## config.mk

```make
export PLATFORM = sky130hd
export DESIGN_NAME = cpu_alu_register_execute
export DESIGN_NICKNAME = d
export VERILOG_FILES = /design/src/rtl/cae_pkg.sv /design/src/rtl/cae_decode.sv /design/src/rtl/cae_alu.sv /design/src/rtl/cpu_alu_register_execute.sv
export SDC_FILE = /design/constraint.sdc
export NUM_CORES = 1
export LEC_CHECK = 0
export ABC_AREA = 1
export BUFFER_PORTS_ARGS = -buffer_cell sky130_fd_sc_hd__buf_2
export CAP_MARGIN = 0
export CORE_MARGIN = 3
export CORE_UTILIZATION = 64
export DETAILED_ROUTE_END_ITERATION = 12
export PLACE_DENSITY = 0.88
export SETUP_SLACK_MARGIN = 0.4
export SLEW_MARGIN = 5
export SYNTH_ARGS = -nofsm -noshare
export SYNTH_HDL_FRONTEND = slang
export SYNTH_SLANG_ARGS = --single-unit
export TNS_END_PERCENT = 20
```

## constraint.sdc

```tcl
create_clock -name clk_i -period 8.3 [get_ports clk_i]
set_clock_uncertainty 0.15 [all_clocks]
set_input_delay 0.415 -clock clk_i [delete_from_list [all_inputs] [get_ports clk_i]]
set_output_delay 0.415 -clock clk_i [all_outputs]
set_load 0.01 [all_outputs]
```

## src/rtl/cae_pkg.sv

```systemverilog
// ----------------------------------------------------------------------------
// cae_pkg
// Types, opcode codes and flag positions shared by the register execute block.
// ----------------------------------------------------------------------------
package cae_pkg;

  typedef struct packed {
    logic [7:0] action;
    logic [7:0] operand;
  } in_t;

  typedef struct packed {
    logic [7:0] acc_out;
    logic [7:0] x_out;
    logic [7:0] y_out;
    logic [7:0] flags_out;
    logic       undefined_op;
  } out_t;

  typedef struct packed {
    logic [7:0] acc;
    logic [7:0] x;
    logic [7:0] y;
    logic [7:0] flags;
  } arch_t;

  typedef enum logic [3:0] {
    K_NONE = 4'd0,
    K_ADC  = 4'd1,
    K_SBC  = 4'd2,
    K_AND  = 4'd3,
    K_ORA  = 4'd4,
    K_EOR  = 4'd5,
    K_BIT  = 4'd6,
    K_CMP  = 4'd7,
    K_CPX  = 4'd8,
    K_CPY  = 4'd9,
    K_LDA  = 4'd10,
    K_LDX  = 4'd11,
    K_LDY  = 4'd12
  } alu_kind_e;

  localparam int unsigned FlagN = 7;
  localparam int unsigned FlagV = 6;
  localparam int unsigned FlagZ = 1;
  localparam int unsigned FlagC = 0;

  localparam logic [7:0] OP_ADC_IMM = 8'h69;
  localparam logic [7:0] OP_ADC_ABS = 8'h6D;
  localparam logic [7:0] OP_ADC_ZP  = 8'h65;
  localparam logic [7:0] OP_ADC_IZX = 8'h61;
  localparam logic [7:0] OP_SBC_IMM = 8'hE9;
  localparam logic [7:0] OP_SBC_ABS = 8'hED;
  localparam logic [7:0] OP_SBC_ZP  = 8'hE5;
  localparam logic [7:0] OP_SBC_IZX = 8'hE1;
  localparam logic [7:0] OP_AND_IMM = 8'h29;
  localparam logic [7:0] OP_AND_ABS = 8'h2D;
  localparam logic [7:0] OP_AND_ZP  = 8'h25;
  localparam logic [7:0] OP_AND_IZX = 8'h21;
  localparam logic [7:0] OP_ORA_IMM = 8'h09;
  localparam logic [7:0] OP_ORA_ABS = 8'h0D;
  localparam logic [7:0] OP_ORA_ZP  = 8'h05;
  localparam logic [7:0] OP_ORA_IZX = 8'h01;
  localparam logic [7:0] OP_EOR_IMM = 8'h49;
  localparam logic [7:0] OP_EOR_ABS = 8'h4D;
  localparam logic [7:0] OP_EOR_ZP  = 8'h45;
  localparam logic [7:0] OP_EOR_IZX = 8'h41;
  localparam logic [7:0] OP_BIT_ABS = 8'h2C;
  localparam logic [7:0] OP_BIT_ZP  = 8'h24;
  localparam logic [7:0] OP_CMP_IMM = 8'hC9;
  localparam logic [7:0] OP_CMP_ABS = 8'hCD;
  localparam logic [7:0] OP_CMP_ZP  = 8'hC5;
  localparam logic [7:0] OP_CMP_IZX = 8'hC1;
  localparam logic [7:0] OP_CPX_IMM = 8'hE0;
  localparam logic [7:0] OP_CPX_ABS = 8'hEC;
  localparam logic [7:0] OP_CPX_ZP  = 8'hE4;
  localparam logic [7:0] OP_CPY_IMM = 8'hC0;
  localparam logic [7:0] OP_CPY_ABS = 8'hCC;
  localparam logic [7:0] OP_CPY_ZP  = 8'hC4;
  localparam logic [7:0] OP_LDA_IMM = 8'hA9;
  localparam logic [7:0] OP_LDA_ABS = 8'hAD;
  localparam logic [7:0] OP_LDA_ZP  = 8'hA5;
  localparam logic [7:0] OP_LDA_IZX = 8'hA1;
  localparam logic [7:0] OP_LDX_IMM = 8'hA2;
  localparam logic [7:0] OP_LDX_ABS = 8'hAE;
  localparam logic [7:0] OP_LDX_ZP  = 8'hA6;
  localparam logic [7:0] OP_LDY_IMM = 8'hA0;
  localparam logic [7:0] OP_LDY_ABS = 8'hAC;
  localparam logic [7:0] OP_LDY_ZP  = 8'hA4;

endpackage

```

## src/rtl/cae_decode.sv

```systemverilog
// ----------------------------------------------------------------------------
// cae_decode
// Map an opcode byte to its ALU operation class.
// ----------------------------------------------------------------------------
module cae_decode (
  input  logic [7:0]         action_i,
  output cae_pkg::alu_kind_e kind_o
);
  import cae_pkg::*;

  always_comb begin
    unique case (action_i)
      OP_ADC_IMM, OP_ADC_ABS, OP_ADC_ZP, OP_ADC_IZX: kind_o = K_ADC;
      OP_SBC_IMM, OP_SBC_ABS, OP_SBC_ZP, OP_SBC_IZX: kind_o = K_SBC;
      OP_AND_IMM, OP_AND_ABS, OP_AND_ZP, OP_AND_IZX: kind_o = K_AND;
      OP_ORA_IMM, OP_ORA_ABS, OP_ORA_ZP, OP_ORA_IZX: kind_o = K_ORA;
      OP_EOR_IMM, OP_EOR_ABS, OP_EOR_ZP, OP_EOR_IZX: kind_o = K_EOR;
      OP_BIT_ABS, OP_BIT_ZP:                         kind_o = K_BIT;
      OP_CMP_IMM, OP_CMP_ABS, OP_CMP_ZP, OP_CMP_IZX: kind_o = K_CMP;
      OP_CPX_IMM, OP_CPX_ABS, OP_CPX_ZP:             kind_o = K_CPX;
      OP_CPY_IMM, OP_CPY_ABS, OP_CPY_ZP:             kind_o = K_CPY;
      OP_LDA_IMM, OP_LDA_ABS, OP_LDA_ZP, OP_LDA_IZX: kind_o = K_LDA;
      OP_LDX_IMM, OP_LDX_ABS, OP_LDX_ZP:             kind_o = K_LDX;
      OP_LDY_IMM, OP_LDY_ABS, OP_LDY_ZP:             kind_o = K_LDY;
      default:                                       kind_o = K_NONE;
    endcase
  end

endmodule

```

## src/rtl/cae_alu.sv

```systemverilog
// ----------------------------------------------------------------------------
// cae_alu
// Compute the next register state for one operation class and operand.
// ----------------------------------------------------------------------------
module cae_alu (
  input  cae_pkg::alu_kind_e kind_i,
  input  logic [7:0]         operand_i,
  input  cae_pkg::arch_t     state_i,
  output cae_pkg::arch_t     state_o
);
  import cae_pkg::*;

  logic [7:0] add_m;
  logic [8:0] sum;
  logic [7:0] cmp_reg;
  logic [8:0] diff;
  logic [7:0] logic_res;
  logic       add_v;

  assign add_m   = (kind_i == K_SBC) ? ~operand_i : operand_i;
  assign sum     = {1'b0, state_i.acc} + {1'b0, add_m} + {8'd0, state_i.flags[FlagC]};
  assign add_v   = ~(state_i.acc[7] ^ add_m[7]) & (state_i.acc[7] ^ sum[7]);
  assign cmp_reg = (kind_i == K_CPX) ? state_i.x :
                   (kind_i == K_CPY) ? state_i.y : state_i.acc;
  assign diff    = {1'b0, cmp_reg} - {1'b0, operand_i};

  always_comb begin
    unique case (kind_i)
      K_AND:   logic_res = state_i.acc & operand_i;
      K_ORA:   logic_res = state_i.acc | operand_i;
      K_EOR:   logic_res = state_i.acc ^ operand_i;
      default: logic_res = operand_i;
    endcase
  end

  always_comb begin
    state_o = state_i;
    unique case (kind_i)
      K_ADC, K_SBC: begin
        state_o.acc          = sum[7:0];
        state_o.flags[FlagC] = sum[8];
        state_o.flags[FlagV] = add_v;
        state_o.flags[FlagN] = sum[7];
        state_o.flags[FlagZ] = (sum[7:0] == 8'd0);
      end
      K_AND, K_ORA, K_EOR, K_LDA: begin
        state_o.acc          = logic_res;
        state_o.flags[FlagN] = logic_res[7];
        state_o.flags[FlagZ] = (logic_res == 8'd0);
      end
      K_LDX: begin
        state_o.x            = operand_i;
        state_o.flags[FlagN] = operand_i[7];
        state_o.flags[FlagZ] = (operand_i == 8'd0);
      end
      K_LDY: begin
        state_o.y            = operand_i;
        state_o.flags[FlagN] = operand_i[7];
        state_o.flags[FlagZ] = (operand_i == 8'd0);
      end
      K_BIT: begin
        state_o.flags[FlagN] = operand_i[7];
        state_o.flags[FlagV] = operand_i[6];
        state_o.flags[FlagZ] = ((state_i.acc & operand_i) == 8'd0);
      end
      K_CMP, K_CPX, K_CPY: begin
        state_o.flags[FlagC] = ~diff[8];
        state_o.flags[FlagN] = diff[7];
        state_o.flags[FlagZ] = (diff[7:0] == 8'd0);
      end
      K_NONE: begin
        state_o = state_i;
      end
      default: begin
        state_o = state_i;
      end
    endcase
  end

endmodule

```

## src/rtl/cpu_alu_register_execute.sv

```systemverilog
// Path: a transaction is accepted into the input register, passes decode and the ALU,
// and its result is captured in the output register.
// Throughput: one transaction per cycle while out_ready_i does not stall the output;
// the accumulator and flag feedback runs through the combinational ALU.
// Reset: rst_ni clears A, X, Y, status and both valid bits to zero.
// ----------------------------------------------------------------------------
// cpu_alu_register_execute
// Binary-mode accumulator/index execute stage: input register, decode and ALU,
// architectural registers and output register with valid/ready on both sides.
// ----------------------------------------------------------------------------
module cpu_alu_register_execute (
  input  logic          clk_i,
  input  logic          rst_ni,
  input  logic          in_valid_i,
  output logic          in_ready_o,
  input  cae_pkg::in_t  in_data_i,
  output logic          out_valid_o,
  input  logic          out_ready_i,
  output cae_pkg::out_t out_data_o
);
  import cae_pkg::*;

  in_t       in_q;
  logic      in_valid_q;
  arch_t     state_q;
  arch_t     state_d;
  out_t      out_q;
  logic      out_valid_q;
  alu_kind_e kind;
  logic      advance;

  assign advance    = in_valid_q && (!out_valid_q || out_ready_i);
  assign in_ready_o = !in_valid_q || advance;

  cae_decode u_decode (
    .action_i (in_q.action),
    .kind_o   (kind)
  );

  cae_alu u_alu (
    .kind_i    (kind),
    .operand_i (in_q.operand),
    .state_i   (state_q),
    .state_o   (state_d)
  );

  always_ff @(posedge clk_i or negedge rst_ni) begin
    if (!rst_ni) begin
      in_valid_q <= 1'b0;
    end else if (in_ready_o) begin
      in_valid_q <= in_valid_i;
    end
  end

  always_ff @(posedge clk_i) begin
    if (in_ready_o && in_valid_i) begin
      in_q <= in_data_i;
    end
  end

  always_ff @(posedge clk_i or negedge rst_ni) begin
    if (!rst_ni) begin
      state_q     <= '0;
      out_valid_q <= 1'b0;
    end else begin
      if (advance) begin
        state_q     <= state_d;
        out_valid_q <= 1'b1;
      end else if (out_ready_i) begin
        out_valid_q <= 1'b0;
      end
    end
  end

  always_ff @(posedge clk_i) begin
    if (advance) begin
      out_q.acc_out      <= state_d.acc;
      out_q.x_out        <= state_d.x;
      out_q.y_out        <= state_d.y;
      out_q.flags_out    <= state_d.flags;
      out_q.undefined_op <= (kind == K_NONE);
    end
  end

  assign out_valid_o = out_valid_q;
  assign out_data_o  = out_q;

`ifndef SYNTH
  a_undef_keeps_state: assert property (@(posedge clk_i) disable iff (!rst_ni)
    advance && (kind == K_NONE) |=> state_q == $past(state_q))
    else $error("undefined opcode changed register state");

  a_out_matches_state: assert property (@(posedge clk_i) disable iff (!rst_ni)
    out_valid_o |-> (out_q.acc_out == state_q.acc) && (out_q.x_out == state_q.x)
      && (out_q.y_out == state_q.y) && (out_q.flags_out == state_q.flags))
    else $error("output register disagrees with architectural state");

  a_advance_fills_out: assert property (@(posedge clk_i) disable iff (!rst_ni)
    advance |=> out_valid_o)
    else $error("executed transaction did not reach the output register");
`endif

endmodule
```

Word level (Yosys, flattened, before mapping)
Index checks and enable logic that the tools add are counted.

cells by class
  reduce and logical (&&, ||, !) cells = 30
  multiplexer cells = 14
  equality and inequality tests = 54
  add/subtract/negate cells = 3
  bitwise operators = 9

operators by type and width
  operator                                              count
  equality test 8 bit (second input constant)           24
  equality test 8 x 7 -> 1 bit (second input constant)  8
  equality test 8 x 6 -> 1 bit (second input constant)  6
  one-hot mux 4 bit (12 select lines)                   1
  zero test 8 bit                                       5
  two-way mux 8 bit                                     5
  OR reduction 4 bit                                    8
  one-hot mux 8 bit (3 select lines)                    1
  equality test 4 bit (second input constant)           5
  OR reduction 3 bit                                    6
  equality test 4 x 3 -> 1 bit (second input constant)  4
  equality test 8 x 4 -> 1 bit (second input constant)  2
  one-hot mux 8 bit (2 select lines)                    1
  adder 8 x 8 -> 9 bit                                  1
  adder 9 x 1 -> 9 bit                                  1
  subtractor 8 x 8 -> 9 bit                             1
  bitwise AND 8 bit                                     1
  equality test 4 x 2 -> 1 bit (second input constant)  2
  equality test 8 x 1 -> 1 bit (second input constant)  1
  equality test 8 x 3 -> 1 bit (second input constant)  1
  inverter 8 bit                                        1
  bitwise OR 8 bit                                      1
  bitwise XOR 8 bit                                     1
  OR reduction 2 bit                                    3
  other kinds (13)                                      20

word-level totals
  output and inout port bits = 35
  register bits = 75
  logic and storage cells = 123
  input port bits = 20

Depth between registers and ports, before layout
Gate-level depths: netlist (run 1).

  depth in word-level cells = 10
  mapped depth = 24
  depth with buffers taken out = 24

By module
A second synthesis (run 1) with hierarchy kept.

unflattened totals
  cell total of the unflattened synthesis = 654
  area, all modules = 5,350.1 µm²

by module, submodules not included
  module                    times used  seq. area each (µm²)  cells each  area an instance (µm²)
  cpu_alu_register_execute  1           2,322.2               200         2,901.5
  cae_alu                   1           0.0                   405         2,189.6
  cae_decode                1           0.0                   49          259.0

Least setup slack after synthesis (run 1)
No wires, ideal clock.

  path type = flip-flop to flip-flop
  start = reg in_q[13] (netlist bit)
  end = reg out_q (netlist bit out_data_o[2]), data pin
  library setup time = 0.146 ns
  data arrival time = 2.664 ns
  data required time = 8.004 ns
  stages on the path, launching flop included = 21
  slack = 5.340 ns
  path through = edfxtp_1 -> inv_1 -> nor2_2 -> inv_2 -> nor2_4 -> nand2_1 -> clkinv_1 -> a21oi_1 -> o21ai_0 -> o21ai_0 -> ha_1 -> inv_1 -> fa_1 -> xor2_1 -> nor3_1 -> nand3_1 -> nor2_1 -> nand4_1 -> nand2_1 -> nor2_1 -> a21oi_1

RTL lines
  item                    line                            source
  start, declared         cpu_alu_register_execute.sv:23  in_t in_q;
  start signal, assigned  cpu_alu_register_execute.sv:57  in_q <= in_data_i;
  end, declared           cpu_alu_register_execute.sv:27  out_t out_q;

==> results of run 1 <==
[synthesized netlist by cell type (all sizes together)]
| master | count | area (sq um) |
|---|---|---|
| a22oi | 1 | 7.51 |
| nor2 | 40 | 209 |
| inv | 68 | 263 |
| nand2 | 164 | 633 |
| ha | 31 | 388 |
| dfrtp | 30 | 751 |
| o21ai | 57 | 300 |
| edfxtp | 45 | 1350 |
| buf | 9 | 61.3 |
| nand3b | 2 | 15.0 |
| o21a | 1 | 7.51 |
| o311ai | 1 | 16.3 |
| conb | 1 | 3.75 |
| a31oi | 1 | 6.26 |
| a21o | 2 | 15.0 |
| clkinv | 1 | 3.75 |
| o211ai | 3 | 37.5 |
| fa | 3 | 60.1 |
| xor2 | 12 | 105 |
| nor3b | 1 | 7.51 |
| a21oi | 28 | 140 |
| nor3 | 2 | 10.0 |
| nand4 | 10 | 62.6 |
| clkbuf | 7 | 26.3 |
| xnor2 | 2 | 17.5 |
| nor4 | 4 | 25.0 |
| nand3 | 35 | 210 |
| o221ai | 4 | 41.3 |
[layer usage]
metal  GRT usage  up-vias
met2       0.453      239
li1            -     1980
met3      0.0609       43
met5           0        -
met4       0.151        0
met1       0.389     1960
[worst register-to-register path: cells and delay by family, from the launching register on]
| family | cells | cell delay (ns) |
|---|---|---|
| AO/OA/AOI/OAI | 7 | 1.34 |
| adder cells (fa/ha/maj) | 1 | 0.36 |
| buffers and inverters | 2 | 0.16 |
| flip-flops | 1 | 0.47 |
| AND/OR/NAND/NOR | 7 | 0.86 |
[cell families (layout without fill, tap and decap cells)]
kind of cell             Yosys count  count (layout)
AND/OR/NAND/NOR                  258             258
flip-flops                        75              75
adder cells (fa/ha/maj)           34              34
XOR/XNOR                          14              14
AO/OA/AOI/OAI                     98              98
buffers and inverters             85             137
other                              1               4
[how the worst max path moves through the flow]
| stage | startpoint | endpoint | slack, ns | cells past startpoint |
|---|---|---|---|---|
| final | in_q[9] | state_q[0] | 4.83 | 17 |
| after global routing | in_q[9] | state_q[0] | 4.41 | 17 |
| after CTS | in_q[9] | state_q[0] | 4.91 | 17 |
| after detailed placement | in_q[9] | state_q[0] | 4.92 | 17 |
| after global placement | in_q[9] | state_q[0] | 4.99 | 17 |
| after floorplan | in_q[13] | out_data_o[2] | 5.34 | 20 |
[state kept, by name, indices dropped and copies added (netlist names)]
| register | cells |
|---|---|
| state_q | 28 |
| out_data_o | 29 |
| out_valid_o | 1 |
| in_q | 16 |
| in_valid_q | 1 |
[metrics by stage]
| step | cells | worst slack [ns] |
|---|---|---|
| 3_3_place_gp | 699 | 4.99 |
| 2_1_floorplan | 568 | 5.34 |
| 4_1_cts | 716 | 4.91 |
| 5_1_grt | 716 | 4.41 |
| 3_5_place_dp | 699 | 4.92 |
| 6_report | 716 | 4.83 |
[cell type report]
| class | count | area, sq um |
|---|---|---|
| Clock buffer | 9 | 124 |
| Clock inverter | 7 | 51.3 |
| Tap cell | 96 | 120 |
| Multi-Input combinational cell | 408 | 2330 |
| Sequential cell | 75 | 2100 |
| Fill cell | 531 | 1760 |
| Timing Repair Buffer | 52 | 268 |
| Inverter | 69 | 267 |
[power by group through the flow]
| stage | clock, W | combinational (W) | sequential [W] |
|---|---|---|---|
| 6_report | 0.000261 | 0.000644 | 0.000592 |
| 2_1_floorplan | 0 | 0.000441 | 0.000594 |
| 3_3_place_gp | 0 | 0.000601 | 0.000591 |
| 5_1_grt | 0.000278 | 0.000716 | 0.000601 |
| 3_5_place_dp | 0 | 0.000627 | 0.000596 |
| 4_1_cts | 0.000261 | 0.000632 | 0.000589 |
[what timing repair did]
item,in CTS,in global routing
hold endpoints to repair,30,0
setup endpoints to repair,0,0
hold buffers,1,0
==> impl_metrics.tcl, run 1 <==
set metrics [dict create \
    dr.pass1.iters 5 \
    fin_crit_ns 3.47 \
    first_global_vias 3963 \
    path_class "reg -> reg" \
    power.share.switching 0.426 \
    initial_utilization 0.680 \
    cts_tree "done" \
    synth_fa_ha_area_frac 0.0938 \
    whs_ns 0.0735 \
    synth_simple_gate_area_frac 0.246 \
    status "complete, no violations" \
    setup_tns_ns 0 \
    fin_util 0.750 \
    yosysWarnings 0 \
    timing.final.crit_share 0.418 \
    dr_total_vias 4222 \
    worstRegToRegCells 17 \
    grt_overflow 0 \
    mostFrequentLayoutCell "nand2_1" \
    hold_viol 0 \
    min_path_cells 1 \
    dp.final_hpwl_um 8930 \
    place_area_sq_um 5080 \
    timing.rr.start "in_q[9]" \
    wl_met2_um 5470 \
    final_cell_mix "159 x nand2_1, 58 x inv_1, 50 x buf_2" \
    rsz0062_at_grt "false" \
    antenna_cells 0 \
    crit_family "compound AO/OA/AOI/OAI gates" \
    hold_end "in_q[1]" \
    power_density_nw_per_um2 284 \
    fmax_mhz 288 \
    worstSetupStartpointType "flip-flop" \
    synth_compound_area_frac 0.120 \
    ios 55 \
    dieArea_sq_um 8530 \
    track_usage 0.292 \
    syn_to_final_growth_pct 10.2 \
    power.share.clock 0.174 \
    rrSetupSlack_ns 4.83 \
    synth_seq_area_share 0.440 \
    critical_path.cell_chain "inv_2 -> nand2_1 -> a21oi_1 -> nand3_1 -> o21ai_0 -> o21ai_0 -> ha_1 -> a21oi_1 -> inv_1 -> nand2_1 -> nand3_1 -> a21oi_1 -> nor2_1 -> o21ai_0 -> nand3_1 -> nand2_1 -> o21ai_0" \
    slew_violations 0 \
    drt-initial-drc-count 437 \
    clock_sinks 75 \
    clk_latency_ns 0.36 \
    cts-root-buf "clkbuf_8" \
    hold_path_class "in -> reg" \
    p_int_w 0.000859 \
    fin_area_sq_um 5260 \
    clk_pin_slew_ns 0.09 \
    cp_slowest_stage_delay_ns 0.47 \
    row_count 30 \
    cts_max_level 3 \
    pwr-share-seq 0.396 \
    crit_fanout 15 \
    wl_met3_um 1110 \
    postCtsSetupBuffers 0 \
    synth_top_family_by_area "simple AND/OR/NAND/NOR gates" \
    r2r_end "state_q[0]" \
    place.gp.congestion 0.946 \
    syn-cell-area_sq_um 4770 \
    ys_types 44 \
    ctsLongestPathBuffers 2 \
    wl_per_cell_um 16.9 \
    hold_start "in_data_i[1]" \
    ant_nets 0 \
    arrival_ns 3.55 \
    critPathSlowestCell "edfxtp_1" \
    drive_above_1_share 0.165 \
    fin_nets 669 \
    cts_resized 0 \
    top_layer_used "met4" \
    slew_headroom 0.473 \
    synth_area_per_cell_sq_um 8.45 \
    cpMostUsedCell "o21ai_0" \
    die_y_um 92.4 \
    ir_worst_vdd_mv 0.188 \
    tightest_slew_ns 0.791 \
    core_area_sq_um 7020 \
    drc 0 \
    grt_max_degree 69 \
    p_switching_w 0.000637 \
    setup_viol 0 \
    routed_wirelength_um 12100 \
    cts_made_buffers 9 \
    muxShareOfSynthArea 0 \
    portBuffers 50 \
    cp.buffers_inverters 2 \
    leakagePower_nw 2.56 \
    vias_per_cell 5.90 \
    power_w 0.00150 \
    synth_xor_xnor_area_share 0.0257 \
    met1Wirelength_um 4980 \
    maxCapViolCount 0 \
    ys_seq_elements 75 \
    cp.required_ns 8.38 \
    antenna_found_initial 0 \
    p_comb_frac 0.430 \
    cp-end-kind "flip-flop" \
    die_w_um 92.4 \
    netlist_instances 565 \
    grt_pass1_wl_um 19000 \
]
(Power assumes the default switching activity.)
==> inputs of run 2 (changes only) <==
Settings changed: CORE_UTILIZATION 64 to 53, PLACE_DENSITY 0.88 to 0.78.
Clock period 8.3 ns to 3.1 ns, I/O delays scaled along.
==> run 2 against run 1 <==
- the run now ends with negative setup slack left
- power grew to 3.2 times the previous value
- clock power grew to 3.9 times the previous value
- routed wire length up 16%
- sequential share of layout area is 6.0 points lower
- final area increased by 18%
- count of clock-buffer cells in the layout grew 1
- combinational power rose to 3.3 times the previous value
- utilization down 1.9 points
- critical endpoint is now out_data_o[2]
==> impl_metrics.tcl, run 2 (same netlist as run 1, synthesis figures left out) <==
set metrics [dict create \
    grt_overflow 0 \
    fill_cells 610 \
    tightest_slew_ns 0.793 \
    routed_wirelength_um 14000 \
    mostFrequentLayoutCell "nand2_1" \
    first_global_vias 4357 \
    power.share.switching 0.396 \
    setup_viol 1 \
    dr_total_vias 4484 \
    fin_ws_ns -0.0110 \
    leakagePower_nw 2.96 \
    r2r_end "out_data_o[2]" \
    largest_reg_flops 29 \
    path_class "reg -> reg" \
    slew_headroom 0.471 \
    vias_per_cell 5.70 \
    ir_worst_vdd_mv 0.424 \
    cpMostUsedCell "nand2_1" \
    status "complete, but fails checks" \
    arrival_ns 3.16 \
    maxCapViolCount 0 \
    grt_pass1_wl_um 21800 \
    power.share.clock 0.213 \
    ant_nets 0 \
    initial_utilization 0.564 \
    fin_crit_ns 3.11 \
    fmax_mhz 321 \
    drive_above_1_share 0.289 \
    clock_sinks 75 \
    dieArea_sq_um 10200 \
    violations "negative setup slack" \
    crit_fanout 7 \
    fin_nets 730 \
    antenna_found_initial 0 \
    worstSetupStartpointType "flip-flop" \
    cp.depth 19 \
    hold_viol 0 \
    post-place-cells 722 \
    hold_path_class "in -> async" \
    instances_no_fill 786 \
    cts-root-buf "clkbuf_8" \
    worstRegToRegCells 19 \
    ios 55 \
    track_usage 0.280 \
    cp-startpoint "in_q[8]" \
    multiInputGateArea_sq_um 2570 \
    drc 0 \
    cp_slowest_stage_delay_ns 0.41 \
    drt-initial-drc-count 339 \
    timing.final.crit_share 1.00 \
    p_switching_w 0.00188 \
    cp.required_ns 3.15 \
    cts_max_level 3 \
    grt_max_degree 43 \
    clk_latency_ns 0.36 \
    pwr-share-seq 0.334 \
    clk_pin_slew_ns 0.08 \
    timing.rr.start "in_q[8]" \
    fin_area_sq_um 6190 \
    cp.buffers_inverters 3 \
    cts_made_buffers 9 \
    antenna_cells 0 \
    wl_per_cell_um 17.9 \
    rrSetupSlack_ns -0.01 \
    critPathSlowestCell "edfxtp_1" \
    core_area_sq_um 8460 \
    dp.final_hpwl_um 9320 \
    syn_to_final_growth_pct 29.6 \
    ctsLongestPathBuffers 2 \
    slew_violations 0 \
    dr.pass1.iters 5 \
    row_count 33 \
    portBuffers 50 \
    p_int_w 0.00287 \
    die_w_um 101 \
    cp-end-kind "flip-flop" \
    critical_path.cell_chain "inv_2 -> nand2_4 -> a21oi_4 -> nand3_4 -> buf_12 -> o21ai_2 -> o21ai_1 -> ha_1 -> nand2_1 -> nand2_1 -> inv_1 -> nand2_2 -> xor2_1 -> nand3_1 -> nor2_1 -> nand4_1 -> nand2_1 -> nor2_2 -> a21oi_1" \
    crit_family "simple AND/OR/NAND/NOR gates" \
    place.gp.congestion 0.953 \
    p_comb_frac 0.453 \
    power_density_nw_per_um2 769 \
    area.sequential_sq_um 2100 \
    cts_tree "done" \
    die_y_um 101 \
    final_cell_mix "152 x nand2_1, 53 x inv_1, 50 x buf_2" \
    crit_end "out_data_o[2]" \
    rsz0062_at_grt "true" \
    place_area_sq_um 5250 \
]
[run 2: worst reg2reg max path, stage by stage (launching register included)]
cell	delay, ns
edfxtp_1	0.41
inv_2	0.11
nand2_4	0.07
a21oi_4	0.19
nand3_4	0.17
buf_12	0.18
o21ai_2	0.14
o21ai_1	0.09
ha_1	0.38
nand2_1	0.08
nand2_1	0.09
inv_1	0.06
nand2_2	0.08
xor2_1	0.14
nand3_1	0.08
nor2_1	0.09
nand4_1	0.13
nand2_1	0.12
nor2_2	0.04
a21oi_1	0.15
[run 2: power groups by stage]
stage	logic [W]	clock network [W]	registers, W
after global routing	0.00236	0.00105	0.00162
after CTS	0.00194	0.00101	0.00158
after global placement	0.00168	0	0.00158
after floorplan	0.00121	0	0.00159
after detailed placement	0.00173	0	0.00159
final	0.00215	0.00101	0.00159
[run 2: worst min path at each step]
stage                     startpoint          end  slack [ns]  cells past startpoint
after floorplan               rst_ni   in_valid_q       -0.29                      0
after global placement        rst_ni  state_q[26]        0.11                      1
after detailed placement      rst_ni  state_q[26]        0.12                      1
after CTS                     rst_ni  state_q[26]        0.26                      2
after global routing          rst_ni  state_q[26]        0.33                      2
final                         rst_ni  state_q[27]        0.26                      2
[run 2: stage by stage]
stage | total power, W | worst slack, ns | setup TNS [ns] | hold WS, ns | utilization
final | 0.00476 | -0.0110 | -0.0110 | 0.256 | 0.731
after global placement | 0.00326 | -0.0276 | -0.0276 | 0.113 | 0.620
after detailed placement | 0.00333 | -0.0571 | -0.110 | 0.118 | 0.620
after CTS | 0.00453 | 0.158 | 0 | 0.263 | 0.714
after global routing | 0.00503 | -0.133 | -0.457 | 0.327 | 0.731
after floorplan | 0.00280 | 0.286 | 0 | -0.291 | -
[run 2: final cells by class]
type,count,share of cell area
Clock inverter,6,0.0222
Sequential cell,75,0.340
Timing Repair Buffer,113,0.135
Clock buffer,10,0.0206
Multi-Input combinational cell,408,0.416
Inverter,69,0.0447
Tap cell,105,0.0212
[run 2: metal layers]
metal	global-route usage	part of all wire	routed length, um
met5	0	0	0
met3	0.0374	0.073	1030
met1	0.371	0.41	5730
met4	0.146	0.049	684
met2	0.447	0.47	6600
[run 2: repair_timing]
item | in CTS | in global routing
endpoints found under the hold margin | 48 | 0
setup buffers | 23 | 4
gates resized for setup | 47 | 28
cloned | 1 | 0
hold buffers | 20 | 0
endpoints found under the setup margin | 17 | 22
pin swaps | 22 | 34
==> inputs of run 3 (changes only) <==
Settings changed: SETUP_SLACK_MARGIN 0.4 to default.
==> run 3 against run 2 <==
- the run now ends clean
- critical path depth fell by 1
- flip-flop and latch count did not move
- final cell count fell by 1.4%
- global-route usage fell by 1.4 points
- power fell by 4.2%
- sequential share of layout area rose by 1.3 points
- non-clock buffer count fell by 11
- setup slack improved by 0.055 ns
- sequential power barely moved
- worst hold slack got worse by 0.0082 ns
- register-to-register slack improved by 0.06 ns
- clock power fell by 4%
- critical path type unchanged
- critical endpoint is now state_q[1]
- largest power group unchanged
==> impl_metrics.tcl, run 3 (same netlist as run 1, synthesis figures left out) <==
set metrics [dict create \
    status "complete, no violations" \
    fmax_mhz 327 \
    cp_slowest_stage_delay_ns 0.42 \
    fin_crit_ns 3.06 \
    syn_to_final_growth_pct 24.7 \
    final_cell_mix "155 x nand2_1, 54 x inv_1, 51 x buf_2" \
    fill_cells 615 \
    crit_end "state_q[1]" \
    cpMostUsedCell "nand2_1" \
    power_density_nw_per_um2 765 \
    dieArea_sq_um 10200 \
    initial_utilization 0.564 \
    post-place-cells 726 \
    core_area_sq_um 8460 \
    timing.rr.start "in_q[12]" \
    dp_slack_ns -0.0985 \
    ir_worst_vdd_mv 0.434 \
    clk_latency_ns 0.36 \
    fin_nets 719 \
    worstRegToRegCells 18 \
    track_usage 0.265 \
    crit_family "simple AND/OR/NAND/NOR gates" \
    slew_headroom 0.500 \
    critical_path.cell_chain "nor2_2 -> inv_2 -> nor2_4 -> nand2_4 -> xor2_4 -> fa_2 -> inv_2 -> fa_2 -> xor2_1 -> nor3b_2 -> nand3_1 -> nor2_1 -> nand4_1 -> nand2_1 -> nor2_2 -> nand2_1 -> nand3_1 -> nand2_1" \
    fin_area_sq_um 5960 \
    cts_tree "done" \
    r2r_end "state_q[1]" \
    cts_max_level 3 \
    vias_per_cell 5.62 \
    first_global_vias 4172 \
    largest_reg_flops 29 \
    mostFrequentLayoutCell "nand2_1" \
    wl_per_cell_um 17.1 \
    setup_tns_ns 0 \
    ios 55 \
    grt_max_degree 43 \
    drc 0 \
    cp.depth 18 \
    path_class "reg -> reg" \
    critPathSlowestCell "fa_2" \
    dp.final_hpwl_um 9140 \
    cts_made_buffers 9 \
    place.gp.congestion 0.985 \
    place_area_sq_um 5220 \
    ctsLongestPathBuffers 2 \
    cp.required_ns 3.24 \
    fin_util 0.704 \
    maxCapViolCount 0 \
    grt_pass1_wl_um 21000 \
    arrival_ns 3.20 \
    portBuffers 50 \
    timing.final.crit_share 0.986 \
    routed_wirelength_um 13200 \
    instances_no_fill 775 \
    rrSetupSlack_ns 0.04 \
    cp-startpoint "in_q[12]" \
    die_w_um 101 \
    dr.pass1.iters 6 \
    fin_ws_ns 0.0442 \
    slew_violations 0 \
    cts-root-buf "clkbuf_8" \
    die_y_um 101 \
    antenna_found_initial 0 \
    ant_nets 0 \
    hold_viol 0 \
    dr_total_vias 4358 \
    cp-end-kind "flip-flop" \
    hold_path_class "in -> async" \
    clk_pin_slew_ns 0.08 \
    tightest_slew_ns 0.750 \
    rsz0062_at_grt "true" \
    worstSetupStartpointType "flip-flop" \
    crit_fanout 3 \
    drive_above_1_share 0.252 \
    row_count 33 \
    grt_overflow 0 \
    antenna_cells 0 \
    setup_viol 0 \
    drt-initial-drc-count 396 \
    leakagePower_nw 2.85 \
    cp.buffers_inverters 2 \
    clock_sinks 75 \
]
## run 3: cell types whose count changed in the layout (fill, tap and decap cells not counted), sizes merged
cell    previous run  this run
buf               93        82
bufinv             4         3
inv               69        70
## run 3: through the flow
stage | total power, W | hold slack, ns
final | 0.00456 | 0.248
after global routing | 0.00485 | 0.314
after CTS | 0.00430 | 0.267
after detailed placement | 0.00330 | 0.117
after global placement | 0.00323 | 0.112
after floorplan | 0.00277 | -0.291
## run 3: worst register-to-register path: cells and delay by family (launching register included)
| kind | cells | cell delay, ns |
|---|---|---|
| xor+xnor | 2 | 0.38 |
| fa+ha+maj | 2 | 0.65 |
| flops | 1 | 0.41 |
| simple gates | 12 | 1.29 |
| buf+inv | 2 | 0.13 |
## run 3: layout make-up
type / count / area (sq um) / area share
inverter: 69 / 274 / 0.0460
timing repair buffer: 102 / 696 / 0.117
sequential: 75 / 2100 / 0.353
clock buffer: 10 / 149 / 0.0250
tap: 105 / 131 / 0.0221
clock inverter: 6 / 109 / 0.0183
multi-input combinational: 408 / 2490 / 0.419
## run 3: how the worst min path moves through the flow
stage | startpoint | to | cells after the start
finish | rst_ni | state_q[26] | 2
global route | rst_ni | state_q[25] | 2
global placement | rst_ni | state_q[26] | 1
CTS | rst_ni | state_q[26] | 2
floorplan | rst_ni | in_valid_q | 0
detailed placement | rst_ni | state_q[26] | 1
## run 3: what timing repair did
action / in CTS / in global routing
endpoints found under the setup margin: 5 / 7
endpoints found under the hold margin: 48 / 0
hold buffers: 20 / 0
resized for setup: 5 / 49
cloned: 0 / 1
pin swaps: 0 / 28
setup buffers: 2 / 10
## run 3: layer usage
layer,routed length [um],vias to the layer above,track usage
met4,328,0,0.0726
met1,5500,2040,0.367
met2,6300,209,0.426
met3,1090,27,0.0526
met5,0,-,0
li1,-,2082,-
## run 3: where the power goes
group / leakage (nW) / internal [W] / switching (W)
registers: 0.839 / 0.00138 / 0.000204
clock network: 0.132 / 0.000584 / 0.000387
logic: 1.88 / 0.000788 / 0.00121
